<file path="src/rtl/core/lvs_pkg.sv">
// Package: widths, handshake structs and shared types for the 3D line voxel stepper.
`default_nettype none

package lvs_pkg;

  // Field width on the ports, and the grid side used by the arithmetic
  localparam int unsigned FIELD_W    = 6;
  localparam int unsigned COORD_BITS = 6;
  localparam int unsigned ERR_W      = COORD_BITS + 2;
  localparam int unsigned NUM_AXES   = 3;

  localparam logic [1:0] AXIS_X = 2'd0;
  localparam logic [1:0] AXIS_Y = 2'd1;
  localparam logic [1:0] AXIS_Z = 2'd2;

  typedef logic [COORD_BITS-1:0] coord_t;

  typedef struct packed {
    logic [FIELD_W-1:0] z;
    logic [FIELD_W-1:0] y;
    logic [FIELD_W-1:0] x;
  } point_t;

  // Controller to datapath
  typedef struct packed {
    logic load;   // capture the endpoints
    logic setup;  // derive differences, major axis and count
    logic step;   // advance one voxel into the output register
  } lvs_cmd_t;

  // Datapath to controller
  typedef struct packed {
    logic line_empty; // valid during setup: nothing lies between the points
    logic last_step;  // the next step produces the final voxel
    logic out_free;   // output register can take a voxel this cycle
  } lvs_sts_t;

endpackage : lvs_pkg

`default_nettype wire

</file>
<file path="src/rtl/core/lvs_if.sv">
// Interfaces: endpoint input channel and voxel output channel.
`default_nettype none

interface lvs_in_if;
  logic                        valid;
  logic                        ready;
  logic [lvs_pkg::FIELD_W-1:0] end_x;
  logic [lvs_pkg::FIELD_W-1:0] end_y;
  logic [lvs_pkg::FIELD_W-1:0] end_z;
  logic [lvs_pkg::FIELD_W-1:0] start_x;
  logic [lvs_pkg::FIELD_W-1:0] start_y;
  logic [lvs_pkg::FIELD_W-1:0] start_z;

  modport source (output valid, end_x, end_y, end_z, start_x, start_y, start_z,
                  input ready);
  modport sink   (input valid, end_x, end_y, end_z, start_x, start_y, start_z,
                  output ready);
endinterface : lvs_in_if

interface lvs_out_if;
  logic                        valid;
  logic                        ready;
  logic [lvs_pkg::FIELD_W-1:0] voxel_x;
  logic [lvs_pkg::FIELD_W-1:0] voxel_y;
  logic [lvs_pkg::FIELD_W-1:0] voxel_z;
  logic                        last_voxel;

  modport source (output valid, voxel_x, voxel_y, voxel_z, last_voxel, input ready);
  modport sink   (input valid, voxel_x, voxel_y, voxel_z, last_voxel, output ready);
endinterface : lvs_out_if

`default_nettype wire

</file>
<file path="src/rtl/core/lvs_datapath.sv">
// Datapath: endpoint registers, error accumulators, step counter and output register.
`default_nettype none

module lvs_datapath (
  input  wire logic              clk_i,
  input  wire logic              rst_ni,
  input  wire lvs_pkg::lvs_cmd_t cmd_i,
  output      lvs_pkg::lvs_sts_t sts_o,
  input  wire lvs_pkg::point_t   end_i,
  input  wire lvs_pkg::point_t   start_i,
  output      logic              out_valid_o,
  input  wire logic              out_ready_i,
  output      lvs_pkg::point_t   out_voxel_o,
  output      logic              out_last_o
);

  localparam int unsigned CB = lvs_pkg::COORD_BITS;
  localparam int unsigned EW = lvs_pkg::ERR_W;
  localparam int unsigned NA = lvs_pkg::NUM_AXES;

  lvs_pkg::coord_t        pos_q  [NA];
  lvs_pkg::coord_t        end_q  [NA];
  lvs_pkg::coord_t        dif_q  [NA];
  logic                   neg_q  [NA];
  logic signed [EW-1:0]   err_q  [NA];
  lvs_pkg::coord_t        amaj_q;
  logic [1:0]             major_q;
  lvs_pkg::coord_t        cnt_q;
  logic                   out_valid_q;
  lvs_pkg::point_t        out_voxel_q;
  logic                   out_last_q;

  // setup terms
  lvs_pkg::coord_t        dif_s  [NA];
  logic                   neg_s  [NA];
  logic                   gt_s   [NA];
  logic                   y_gt_x;
  lvs_pkg::coord_t        amax_xy;
  lvs_pkg::coord_t        amax_s;
  logic [1:0]             major_s;
  logic [1:0]             zeros_s;
  logic                   aligned_s;

  // step terms
  logic signed [EW-1:0]   err_sum [NA];
  logic                   hit     [NA];
  lvs_pkg::coord_t        pos_nx  [NA];

  always_comb begin
    zeros_s = '0;
    for (int i = 0; i < NA; i++) begin
      gt_s[i]  = end_q[i] > pos_q[i];
      dif_s[i] = gt_s[i] ? (end_q[i] - pos_q[i]) : (pos_q[i] - end_q[i]);
      neg_s[i] = !gt_s[i];
      if (dif_s[i] == '0) begin
        zeros_s = zeros_s + 2'd1;
      end
    end
    // ties go to x, then y
    y_gt_x  = dif_s[1] > dif_s[0];
    amax_xy = y_gt_x ? dif_s[1] : dif_s[0];
    if (dif_s[2] > amax_xy) begin
      major_s = lvs_pkg::AXIS_Z;
      amax_s  = dif_s[2];
    end else begin
      major_s = y_gt_x ? lvs_pkg::AXIS_Y : lvs_pkg::AXIS_X;
      amax_s  = amax_xy;
    end
    aligned_s = zeros_s == 2'd2;
  end

  always_comb begin
    for (int i = 0; i < NA; i++) begin
      err_sum[i] = err_q[i] + $signed({2'b00, dif_q[i]});
      hit[i]     = (major_q != 2'(i))
                   && ($signed({err_sum[i], 1'b0}) >= $signed({3'b000, amaj_q}));
      if ((major_q == 2'(i)) || hit[i]) begin
        pos_nx[i] = neg_q[i] ? (pos_q[i] - 1'b1) : (pos_q[i] + 1'b1);
      end else begin
        pos_nx[i] = pos_q[i];
      end
    end
  end

  always_ff @(posedge clk_i) begin
    if (cmd_i.load) begin
      pos_q[0] <= start_i.x[CB-1:0];
      pos_q[1] <= start_i.y[CB-1:0];
      pos_q[2] <= start_i.z[CB-1:0];
      end_q[0] <= end_i.x[CB-1:0];
      end_q[1] <= end_i.y[CB-1:0];
      end_q[2] <= end_i.z[CB-1:0];
    end else if (cmd_i.setup) begin
      amaj_q  <= amax_s;
      major_q <= major_s;
      cnt_q   <= amax_s - 1'b1;
      for (int i = 0; i < NA; i++) begin
        dif_q[i] <= dif_s[i];
        err_q[i] <= '0;
        // axis-aligned lines walk upward from the lower endpoint
        if (aligned_s && (major_s == 2'(i))) begin
          neg_q[i] <= 1'b0;
          pos_q[i] <= gt_s[i] ? pos_q[i] : end_q[i];
        end else begin
          neg_q[i] <= neg_s[i];
        end
      end
    end else if (cmd_i.step) begin
      cnt_q <= cnt_q - 1'b1;
      for (int i = 0; i < NA; i++) begin
        pos_q[i] <= pos_nx[i];
        if (hit[i]) begin
          err_q[i] <= err_sum[i] - $signed({2'b00, amaj_q});
        end else if (major_q != 2'(i)) begin
          err_q[i] <= err_sum[i];
        end
      end
    end
  end

  always_ff @(posedge clk_i or negedge rst_ni) begin
    if (!rst_ni) begin
      out_valid_q <= 1'b0;
    end else if (cmd_i.step) begin
      out_valid_q <= 1'b1;
    end else if (out_ready_i) begin
      out_valid_q <= 1'b0;
    end
  end

  always_ff @(posedge clk_i) begin
    if (cmd_i.step) begin
      out_voxel_q.x <= lvs_pkg::FIELD_W'(pos_nx[0]);
      out_voxel_q.y <= lvs_pkg::FIELD_W'(pos_nx[1]);
      out_voxel_q.z <= lvs_pkg::FIELD_W'(pos_nx[2]);
      out_last_q    <= cnt_q == lvs_pkg::coord_t'(1);
    end
  end

  assign sts_o.line_empty = amax_s <= lvs_pkg::coord_t'(1);
  assign sts_o.last_step  = cnt_q == lvs_pkg::coord_t'(1);
  assign sts_o.out_free   = !out_valid_q || out_ready_i;

  assign out_valid_o = out_valid_q;
  assign out_voxel_o = out_voxel_q;
  assign out_last_o  = out_last_q;

endmodule : lvs_datapath

`default_nettype wire

</file>
<file path="src/rtl/core/lvs_ctrl.sv">
// Controller: sequences endpoint capture, setup and voxel stepping.
`default_nettype none

module lvs_ctrl (
  input  wire logic              clk_i,
  input  wire logic              rst_ni,
  input  wire logic              in_valid_i,
  output      logic              in_ready_o,
  output      lvs_pkg::lvs_cmd_t cmd_o,
  input  wire lvs_pkg::lvs_sts_t sts_i
);

  typedef enum logic [2:0] {
    ST_IDLE  = 3'b001,
    ST_SETUP = 3'b010,
    ST_RUN   = 3'b100
  } state_e;

  state_e state_q, state_d;

  always_comb begin
    state_d      = state_q;
    in_ready_o   = 1'b0;
    cmd_o        = '0;
    case (state_q)
      ST_IDLE: begin
        in_ready_o = 1'b1;
        if (in_valid_i) begin
          cmd_o.load = 1'b1;
          state_d    = ST_SETUP;
        end
      end
      ST_SETUP: begin
        cmd_o.setup = 1'b1;
        state_d     = sts_i.line_empty ? ST_IDLE : ST_RUN;
      end
      ST_RUN: begin
        // hold while the output register is occupied
        if (sts_i.out_free) begin
          cmd_o.step = 1'b1;
          if (sts_i.last_step) begin
            state_d = ST_IDLE;
          end
        end
      end
      default: begin
        state_d = ST_IDLE;
      end
    endcase
  end

  always_ff @(posedge clk_i or negedge rst_ni) begin
    if (!rst_ni) begin
      state_q <= ST_IDLE;
    end else begin
      state_q <= state_d;
    end
  end

  a_step_needs_room: assert property (@(posedge clk_i) disable iff (!rst_ni)
    cmd_o.step |-> sts_i.out_free)
    else $error("step issued while output register is full");

  a_last_ends_run: assert property (@(posedge clk_i) disable iff (!rst_ni)
    (cmd_o.step && sts_i.last_step) |=> (state_q == ST_IDLE))
    else $error("run did not end after final voxel");

  a_empty_line_skips: assert property (@(posedge clk_i) disable iff (!rst_ni)
    (state_q == ST_SETUP && sts_i.line_empty) |=> (state_q == ST_IDLE && !$past(cmd_o.step)))
    else $error("empty line entered the stepping phase");

endmodule : lvs_ctrl

`default_nettype wire

</file>
<file path="src/rtl/core/line_voxel_stepper_3d.sv">
// Top level: 3D Bresenham voxel stepper between two grid endpoints.
//
//  channel  | dir | handshake    | payload
//  ---------+-----+--------------+-------------------------------------------
//  in_i     | in  | valid/ready  | end_x/y/z, start_x/y/z (6 bits each)
//  out_o    | out | valid/ready  | voxel_x/y/z (6 bits), last_voxel
//
//  An item with largest axis difference D passes through the input transfer and
//  a setup state, then D - 1 stepping states, one voxel each, one error-accumulator
//  step per cycle while the output is not stalled. Equal or adjacent points
//  end after setup and produce nothing. Reset (rst_ni, async, active low) clears
//  the controller and the output valid flag. A stalled output holds stepping;
//  the next input is taken once the last voxel sits in the output register.
`default_nettype none

module line_voxel_stepper_3d (
  input  wire logic clk_i,
  input  wire logic rst_ni,
  lvs_in_if.sink    in_i,
  lvs_out_if.source out_o
);

  lvs_pkg::lvs_cmd_t cmd;
  lvs_pkg::lvs_sts_t sts;
  lvs_pkg::point_t   end_pt;
  lvs_pkg::point_t   start_pt;
  lvs_pkg::point_t   voxel;

  // Gather the endpoints of the incoming transfer
  assign end_pt.x   = in_i.end_x;
  assign end_pt.y   = in_i.end_y;
  assign end_pt.z   = in_i.end_z;
  assign start_pt.x = in_i.start_x;
  assign start_pt.y = in_i.start_y;
  assign start_pt.z = in_i.start_z;

  // Controller: capture, setup, then one step per free output slot
  lvs_ctrl u_ctrl (
    .clk_i      (clk_i),
    .rst_ni     (rst_ni),
    .in_valid_i (in_i.valid),
    .in_ready_o (in_i.ready),
    .cmd_o      (cmd),
    .sts_i      (sts)
  );

  // Datapath: coordinates, error terms and the registered result
  lvs_datapath u_datapath (
    .clk_i       (clk_i),
    .rst_ni      (rst_ni),
    .cmd_i       (cmd),
    .sts_o       (sts),
    .end_i       (end_pt),
    .start_i     (start_pt),
    .out_valid_o (out_o.valid),
    .out_ready_i (out_o.ready),
    .out_voxel_o (voxel),
    .out_last_o  (out_o.last_voxel)
  );

  assign out_o.voxel_x = voxel.x;
  assign out_o.voxel_y = voxel.y;
  assign out_o.voxel_z = voxel.z;

endmodule : line_voxel_stepper_3d

`default_nettype wire

</file>
<file path="src/flat_wrapper.sv">
// flat-port wrapper written by rule: the top's interface ports become plain ports
module line_voxel_stepper_3d_flat 
  (clk_i, rst_ni, in_i_valid, in_i_end_x, in_i_end_y, in_i_end_z, in_i_start_x, in_i_start_y, in_i_start_z, in_i_ready, out_o_valid, out_o_voxel_x, out_o_voxel_y, out_o_voxel_z, out_o_last_voxel, out_o_ready);
  lvs_in_if in_i_i ();
  lvs_out_if out_o_i ();
  input  wire logic clk_i;
  input  wire logic rst_ni;
  input wire logic [$bits(in_i_i.valid)-1:0] in_i_valid;
  input wire logic [$bits(in_i_i.end_x)-1:0] in_i_end_x;
  input wire logic [$bits(in_i_i.end_y)-1:0] in_i_end_y;
  input wire logic [$bits(in_i_i.end_z)-1:0] in_i_end_z;
  input wire logic [$bits(in_i_i.start_x)-1:0] in_i_start_x;
  input wire logic [$bits(in_i_i.start_y)-1:0] in_i_start_y;
  input wire logic [$bits(in_i_i.start_z)-1:0] in_i_start_z;
  output wire logic [$bits(in_i_i.ready)-1:0] in_i_ready;
  output wire logic [$bits(out_o_i.valid)-1:0] out_o_valid;
  output wire logic [$bits(out_o_i.voxel_x)-1:0] out_o_voxel_x;
  output wire logic [$bits(out_o_i.voxel_y)-1:0] out_o_voxel_y;
  output wire logic [$bits(out_o_i.voxel_z)-1:0] out_o_voxel_z;
  output wire logic [$bits(out_o_i.last_voxel)-1:0] out_o_last_voxel;
  input wire logic [$bits(out_o_i.ready)-1:0] out_o_ready;
  assign in_i_i.valid = in_i_valid;
  assign in_i_i.end_x = in_i_end_x;
  assign in_i_i.end_y = in_i_end_y;
  assign in_i_i.end_z = in_i_end_z;
  assign in_i_i.start_x = in_i_start_x;
  assign in_i_i.start_y = in_i_start_y;
  assign in_i_i.start_z = in_i_start_z;
  assign in_i_ready = in_i_i.ready;
  assign out_o_valid = out_o_i.valid;
  assign out_o_voxel_x = out_o_i.voxel_x;
  assign out_o_voxel_y = out_o_i.voxel_y;
  assign out_o_voxel_z = out_o_i.voxel_z;
  assign out_o_last_voxel = out_o_i.last_voxel;
  assign out_o_i.ready = out_o_ready;
  line_voxel_stepper_3d u_core (.clk_i(clk_i), .rst_ni(rst_ni), .in_i(in_i_i), .out_o(out_o_i));
endmodule
</file>
<file path="config.mk">
export PLATFORM = sky130hd
export DESIGN_NAME = line_voxel_stepper_3d_flat
export DESIGN_NICKNAME = d
export VERILOG_FILES = /design/src/rtl/core/lvs_pkg.sv /design/src/rtl/core/lvs_if.sv /design/src/rtl/core/lvs_datapath.sv /design/src/rtl/core/lvs_ctrl.sv /design/src/rtl/core/line_voxel_stepper_3d.sv /design/src/flat_wrapper.sv
export SDC_FILE = /design/constraint.sdc
export NUM_CORES = 1
export LEC_CHECK = 0
export BUFFER_PORTS_ARGS = -buffer_cell sky130_fd_sc_hd__buf_2
export CORE_MARGIN = 3
export CORE_UTILIZATION = 59
export CTS_CLUSTER_SIZE = 12
export DETAILED_ROUTE_END_ITERATION = 16
export GPL_ROUTABILITY_DRIVEN = 0
export PLACE_DENSITY = 0.78
export SETUP_SLACK_MARGIN = 0.02
export SYNTH_ARGS = -nofsm -noshare
export SYNTH_HDL_FRONTEND = slang
export SYNTH_HIERARCHICAL = 1
export SYNTH_SLANG_ARGS = --single-unit
</file>
<file path="constraint.sdc">
create_clock -name clk_i -period 10.32 [get_ports clk_i]
set_input_delay 1.032 -clock clk_i [delete_from_list [all_inputs] [get_ports clk_i]]
set_output_delay 1.032 -clock clk_i [all_outputs]
set_load 0.02 [all_outputs]
</file>
==> results of run 1 <==
cell usage after synthesis (3+ instances only):
cell type and number:
o21ai_0 27, o211ai_1 47, fa_1 15, a21o_1 25, a41o_1 3, a311oi_2 4, or2_1 3, o41ai_4 3
o21bai_1 16, xnor2_1 39, a21oi_1 60, inv_2 4, a221oi_1 3, and3_1 3, o22ai_1 6, a2111oi_0 4
inv_1 102, xor2_1 18, nor2_1 60, mux2_2 6, dfrtp_1 3, or3_1 5, nand2b_1 14, o41a_1 3
nor2b_1 21, a211oi_1 9, nand2_1 54, nand4_1 5, o311ai_0 3, edfxtp_1 114, nand3_1 17, or2_2 5
nor3_1 14, mux2i_1 19, o21a_1 31, clkbuf_1 18, buf_2 9, ha_1 114
through the flow:
| stage | hold WS [ns] | utilization, % |
|---|---|---|
| detailed placement | 0.5517 | 63.54 |
| floorplan | 0.5020 | - |
| CTS | 0.3964 | 67.03 |
| global route | 0.3951 | 67.03 |
| finish | 0.4110 | 67.03 |
| global placement | 0.5209 | 63.54 |
worst max path at each step:
| stage | startpoint | endpoint | cells after the start |
|---|---|---|---|
| finish | u_core/u_datapath/pos_q[0][3] | u_core/u_ctrl/state_q[2] | 27 |
| global route | u_core/u_datapath/pos_q[0][6] | u_core/u_ctrl/state_q[2] | 29 |
| CTS | u_core/u_datapath/pos_q[0][1] | u_core/u_ctrl/state_q[2] | 28 |
| detailed placement | u_core/u_datapath/pos_q[0][1] | u_core/u_ctrl/state_q[2] | 28 |
| global placement | u_core/u_datapath/pos_q[0][6] | u_core/u_ctrl/state_q[2] | 29 |
| floorplan | u_core/u_datapath/pos_q[0][6] | u_core/u_ctrl/state_q[2] | 29 |
cell families after synthesis:
group / after synthesis
simple gates: 220
buf+inv: 136
fa+ha+maj: 129
mux: 26
flops: 118
compound gates: 268
xor+xnor: 58
layout by cell type (no fill, tap or decap), drive strengths merged, types with 7 or more instances in the layout:
master | Yosys | final
a211oi | 9 | 9
a21o | 27 | 27
a21oi | 62 | 62
buf | 12 | 64
clkbuf | 18 | 18
edfxtp | 114 | 114
fa | 15 | 15
ha | 114 | 114
inv | 106 | 109
mux2 | 7 | 7
mux2i | 19 | 19
nand2 | 54 | 54
nand2b | 14 | 14
nand3 | 18 | 18
nor2 | 62 | 62
nor2b | 21 | 21
nor3 | 15 | 15
o211ai | 47 | 47
o21a | 32 | 32
o21ai | 27 | 27
o21bai | 16 | 16
or2 | 8 | 8
xnor2 | 40 | 40
xor2 | 18 | 18
layout make-up:
class / instances / area (sq um)
Clock buffer: 18 / 429.2
Fill cell: 1257 / 5275
Timing Repair Buffer: 64 / 330.3
Clock inverter: 14 / 128.9
Sequential cell: 118 / 3525
Tap cell: 216 / 270.3
Inverter: 106 / 397.9
Multi-Input combinational cell: 701 / 5644
worst register-to-register path, delay by kind of cell (launching register included):
kind            cells  cell delay [ns]
compound gates     11             2.95
fa+ha+maj           4             1.34
buf+inv             4             0.40
flops               1             0.43
mux                 1             0.37
simple gates        7             1.37
metal layers:
layer  part of all wire, %  global-route usage (%)  vias up
met5                     0                       0        -
met2                    47                   43.35      258
met3                   5.9                   5.326       50
li1                      -                       -     3592
met1                    44                   34.73     3581
met4                   2.6                   9.276        0
flip-flops by register name (all words and copies together) (netlist names):
signal                         cells
u_core/u_datapath/out_valid_o      1
u_core/u_datapath/err_q           24
u_core/u_datapath/amaj_q           6
u_core/u_datapath/dif_q           18
u_core/u_datapath/end_q           18
u_core/u_datapath/out_voxel_o     18
u_core/u_datapath/major_q          2
u_core/u_datapath/pos_q           18
u_core/u_ctrl/state_q              3
u_core/u_datapath/neg_q            3
u_core/u_datapath/out_last_o       1
u_core/u_datapath/cnt_q            6
==> impl_metrics.toml, run 1 <==
[global_routing]
grt_antenna_before_repair = 0
grt_max_degree = 55
grt_pass1_wl_um = 37600
grt_usage_pct = 26.31
grt_pass1_vias = 7533
grt-ovfl-total = 0

[placed_design]
place_area_sq_um = 10170
dpl.cell_count = 1205
dp_hpwl_um = 17120
port_buffers = 60
dp_slack_ns = 3.548

[synthesis]
synth_compound_area_share_pct = 20.81
avgSynthCellArea_sq_um = 10.16
synth-simple-area-share_pct = 11.27
synth_top_cell_by_area = "edfxtp_1"
syn_inst = 955
synth.top_cell.area_share_pct = 35.28
netlist_area_sq_um = 9704
ys_warn_count = 6
synth_top_cells_by_area = "edfxtp_1, ha_1, inv_1"
syn-num-nets = 1124
synth_top_family_by_area = "compound AO/OA/AOI/OAI gates"
synth-xor-area-share_pct = 5.428
yosysSeqAreaShare_pct = 36.32
synth_cell_types = 77
ys.flop_type = "edfxtp_1"
synthMuxAreaShare_pct = 2.811
synth-edff-count = 114
ys_ff_latch = 118
async_reset_ff_share_pct = 3.390
synthAdderAreaFrac_pct = 17.79

[cts]
ctsHoldBuffers = 0
post_cts_buffers = 0
worstSkewPairLatency_ns = 0.42
max-clock-path-buffers = 2
cts-root-buf = "clkbuf_16"
cts_buffers = 17
cts_num_sinks = 118
cts_resized = 0
htree_levels = 4
cts_tree = "built"
path_clk_slew_ns = 0.06

[die]
rows = 46
fp.dieArea_sq_um = 18020
initial_core_util_pct = 60.65
die_h_um = 134.3
io_pins = 61
fp.coreArea_sq_um = 16000
die_w_um = 134.3

[critical_path]
crit_type = "register to register"
crit_slowest_cell = "ha_1"
worst-path-max-fanout = 11
required_ns = 10.66
rr_worst_depth = 27
timing.rr.end = "u_core/u_ctrl/state_q[2]"
worst-path-buf-inv = 4
arrival_ns = 7.27
cp_slowest_stage_delay_ns = 0.49
r2r_start = "u_core/u_datapath/pos_q[0][3]"
cp_common_cell = "ha_1"
cp_top_family = "compound AO/OA/AOI/OAI gates"
reg2reg_slack_ns = 3.39
worstSetupEndpointType = "register"
start_kind = "register"

[sta]
hold_viol = 0
slew_violations = 0
setup_ws_ns = 3.391
max_slew_margin_pct = 23.14
fin_setup_tns_ns = 0
post-route-min-period_ns = 6.929
worst_slew_pin_slew_ns = 1.153
rsz0062_at_grt = "false"
fmax_mhz = 144.3
skew_ns = 0.008866
fin_crit_sh_pct = 67.14
finalSetupViolCount = 0

[hold_path]
hp-class = "input pin to async pin"

[outcome]
outcome = "finished, final reports clean"

[route]
first_pass_iters = 5
routed_wl_um = 23020
drc = 0
vias = 7481
routed_via_density = 6.048
postRouteAntennaNets = 0
drt_iter0_drc = 599
wl_per_cell_um = 18.61

[finish]
final_cells = 1237
drive_gt1_share_pct = 13.91
nets = 1177
diodes = 0
fin_area_sq_um = 10730
area_growth_pct = 10.52

[run]
drv_cap = 0
Power of run 1 is left out: the tool's default activity adds up to more than one toggle a clock period on the data nets, which glitch-free logic cannot reach.
==> run 2: changes to the inputs <==
==> constraint.sdc (replaced) <==
create_clock -name clk_i -period 6.5 [get_ports clk_i]
set_input_delay 0.65 -clock clk_i [delete_from_list [all_inputs] [get_ports clk_i]]
set_output_delay 0.65 -clock clk_i [all_outputs]
set_load 0.02 [all_outputs]
==> run 2 against run 1 <==
Sequential share of layout area shrank 0.62 points. Core utilization increased by 1.3 points. Critical path depth rose by 2. Clock skew about the same. Routed wire length rose by 1.3%. Fmax increased by 11%. Cell count up 2.1%. Critical path type unchanged.
==> impl_metrics.toml, run 2 (synthesized netlist as in run 1, its figures left out) <==
[critical_path]
rr_worst_depth = 29
crit_slowest_cell = "edfxtp_1"
required_ns = 6.84
worstSetupEndpointType = "register"
crit_type = "register to register"
cp_common_cell = "ha_1"
cp_slowest_stage_delay_ns = 0.44
reg2reg_slack_ns = 0.25
timing.rr.end = "u_core/u_ctrl/state_q[2]"
arrival_ns = 6.59
start_kind = "register"
r2r_start = "u_core/u_datapath/pos_q[0][6]"
worst-path-max-fanout = 10

[cts]
htree_levels = 4
cts_tree = "built"
worstSkewPairLatency_ns = 0.42
path_clk_slew_ns = 0.06
cts-root-buf = "clkbuf_16"
max-clock-path-buffers = 2
cts_buffers = 17
cts_num_sinks = 118

[global_routing]
grt_antenna_before_repair = 0
grt_pass1_wl_um = 37330
grt-ovfl-total = 0
grt_pass1_vias = 7564
grt_max_degree = 55
grt_usage_pct = 26.05

[finish]
final_util_pct = 68.33
final_cell_mix = "ha_1, edfxtp_1, inv_1"
top_register = "u_core/u_datapath/err_q"
largest_register_ffs = 24
area_growth_pct = 12.66
final_cells = 1263
n_fill_cell = 1225
drive_gt1_share_pct = 16.62
nets = 1203
diodes = 0

[run]
drv_cap = 0

[hold_path]
hp-class = "input pin to async pin"

[sta]
hold_viol = 0
fmax_mhz = 160.1
skew_ns = 0.008697
max_slew_margin_pct = 21.92
setup_ws_ns = 0.2543
fin_setup_tns_ns = 0
slew_violations = 0
worst_slew_pin_slew_ns = 1.171
post-route-min-period_ns = 6.246
finalSetupViolCount = 0
fin_crit_sh_pct = 96.09

[die]
die_h_um = 134.3
fp.dieArea_sq_um = 18020
initial_core_util_pct = 60.65
die_w_um = 134.3
fp.coreArea_sq_um = 16000
rows = 46
io_pins = 61

[placed_design]
dp_hpwl_um = 17340
dp_slack_ns = 0.05024
dpl.cell_count = 1221
port_buffers = 60

[route]
drc = 0
postRouteAntennaNets = 0
routed_via_density = 6.037
drt_iter0_drc = 547
first_pass_iters = 6
wl_per_cell_um = 18.47
routed_wl_um = 23330
vias = 7625

[outcome]
outcome = "finished, final reports clean"
-- run 2: critical path: cells and delay by family, from the launching register on --
kind                       cells  cell delay (ns)
AOI/OAI and AO/OA             10             1.85
adders and majority gates      5             1.47
and+or+nand+nor                8             1.40
DFF                            1             0.44
buffers and inverters          4             0.40
muxes                          1             0.39
xor gates and xnor gates       1             0.19
-- run 2: what timing repair did --
action | CTS | global route
pin swaps | 1 | 5
resized for setup | 0 | 9
gates cloned | 0 | 1
buffers inserted | 3 | 6
endpoints found under the setup margin | 1 | 7
hold buffers | 0 | 0
-- run 2: worst max path at each step --
stage / startpoint / endpoint / slack [ns] / cells past startpoint
2_1_floorplan: u_core/u_datapath/pos_q[0][6] / u_core/u_ctrl/state_q[2] / 0.24 / 29
3_3_place_gp: u_core/u_datapath/pos_q[0][6] / u_core/u_datapath/cnt_q[5] / 0.10 / 26
3_5_place_dp: u_core/u_datapath/pos_q[0][6] / u_core/u_datapath/cnt_q[5] / 0.05 / 27
4_1_cts: u_core/u_datapath/pos_q[0][6] / u_core/u_ctrl/state_q[2] / 0.07 / 25
5_1_grt: u_core/u_datapath/pos_q[0][6] / u_core/u_ctrl/state_q[2] / -0.09 / 29
6_report: u_core/u_datapath/pos_q[0][6] / u_core/u_ctrl/state_q[2] / 0.25 / 29
-- run 2: final cells by class --
type                            count  area, sq um  area share, %
Multi-Input combinational cell    702         5687          52.01
Sequential cell                   118         3525          32.24
Timing Repair Buffer               89        518.0          4.738
Clock buffer                       18        429.2          3.925
Inverter                          106        397.9          3.639
Tap cell                          216        270.3          2.472
Clock inverter                     14        106.4         0.9728
-- run 2: layer usage --
layer,share of wire [%],global-route usage (%),vias up
met1,43,34.73,3616
met3,6.5,4.989,61
met2,47,42.77,295
li1,-,-,3653
met4,2.8,9.163,0
met5,0,0,-
-- run 2: stage by stage --
| step | hold WS [ns] | area, sq um |
|---|---|---|
| detailed placement | 0.4664 | 10290 |
| global route | 0.01854 | 10930 |
| global placement | 0.4657 | 10290 |
| CTS | 0.02169 | 10850 |
| floorplan | 0.3544 | 9704 |
| finish | 0.03124 | 10930 |
Power of run 2 is left out for the same reason.
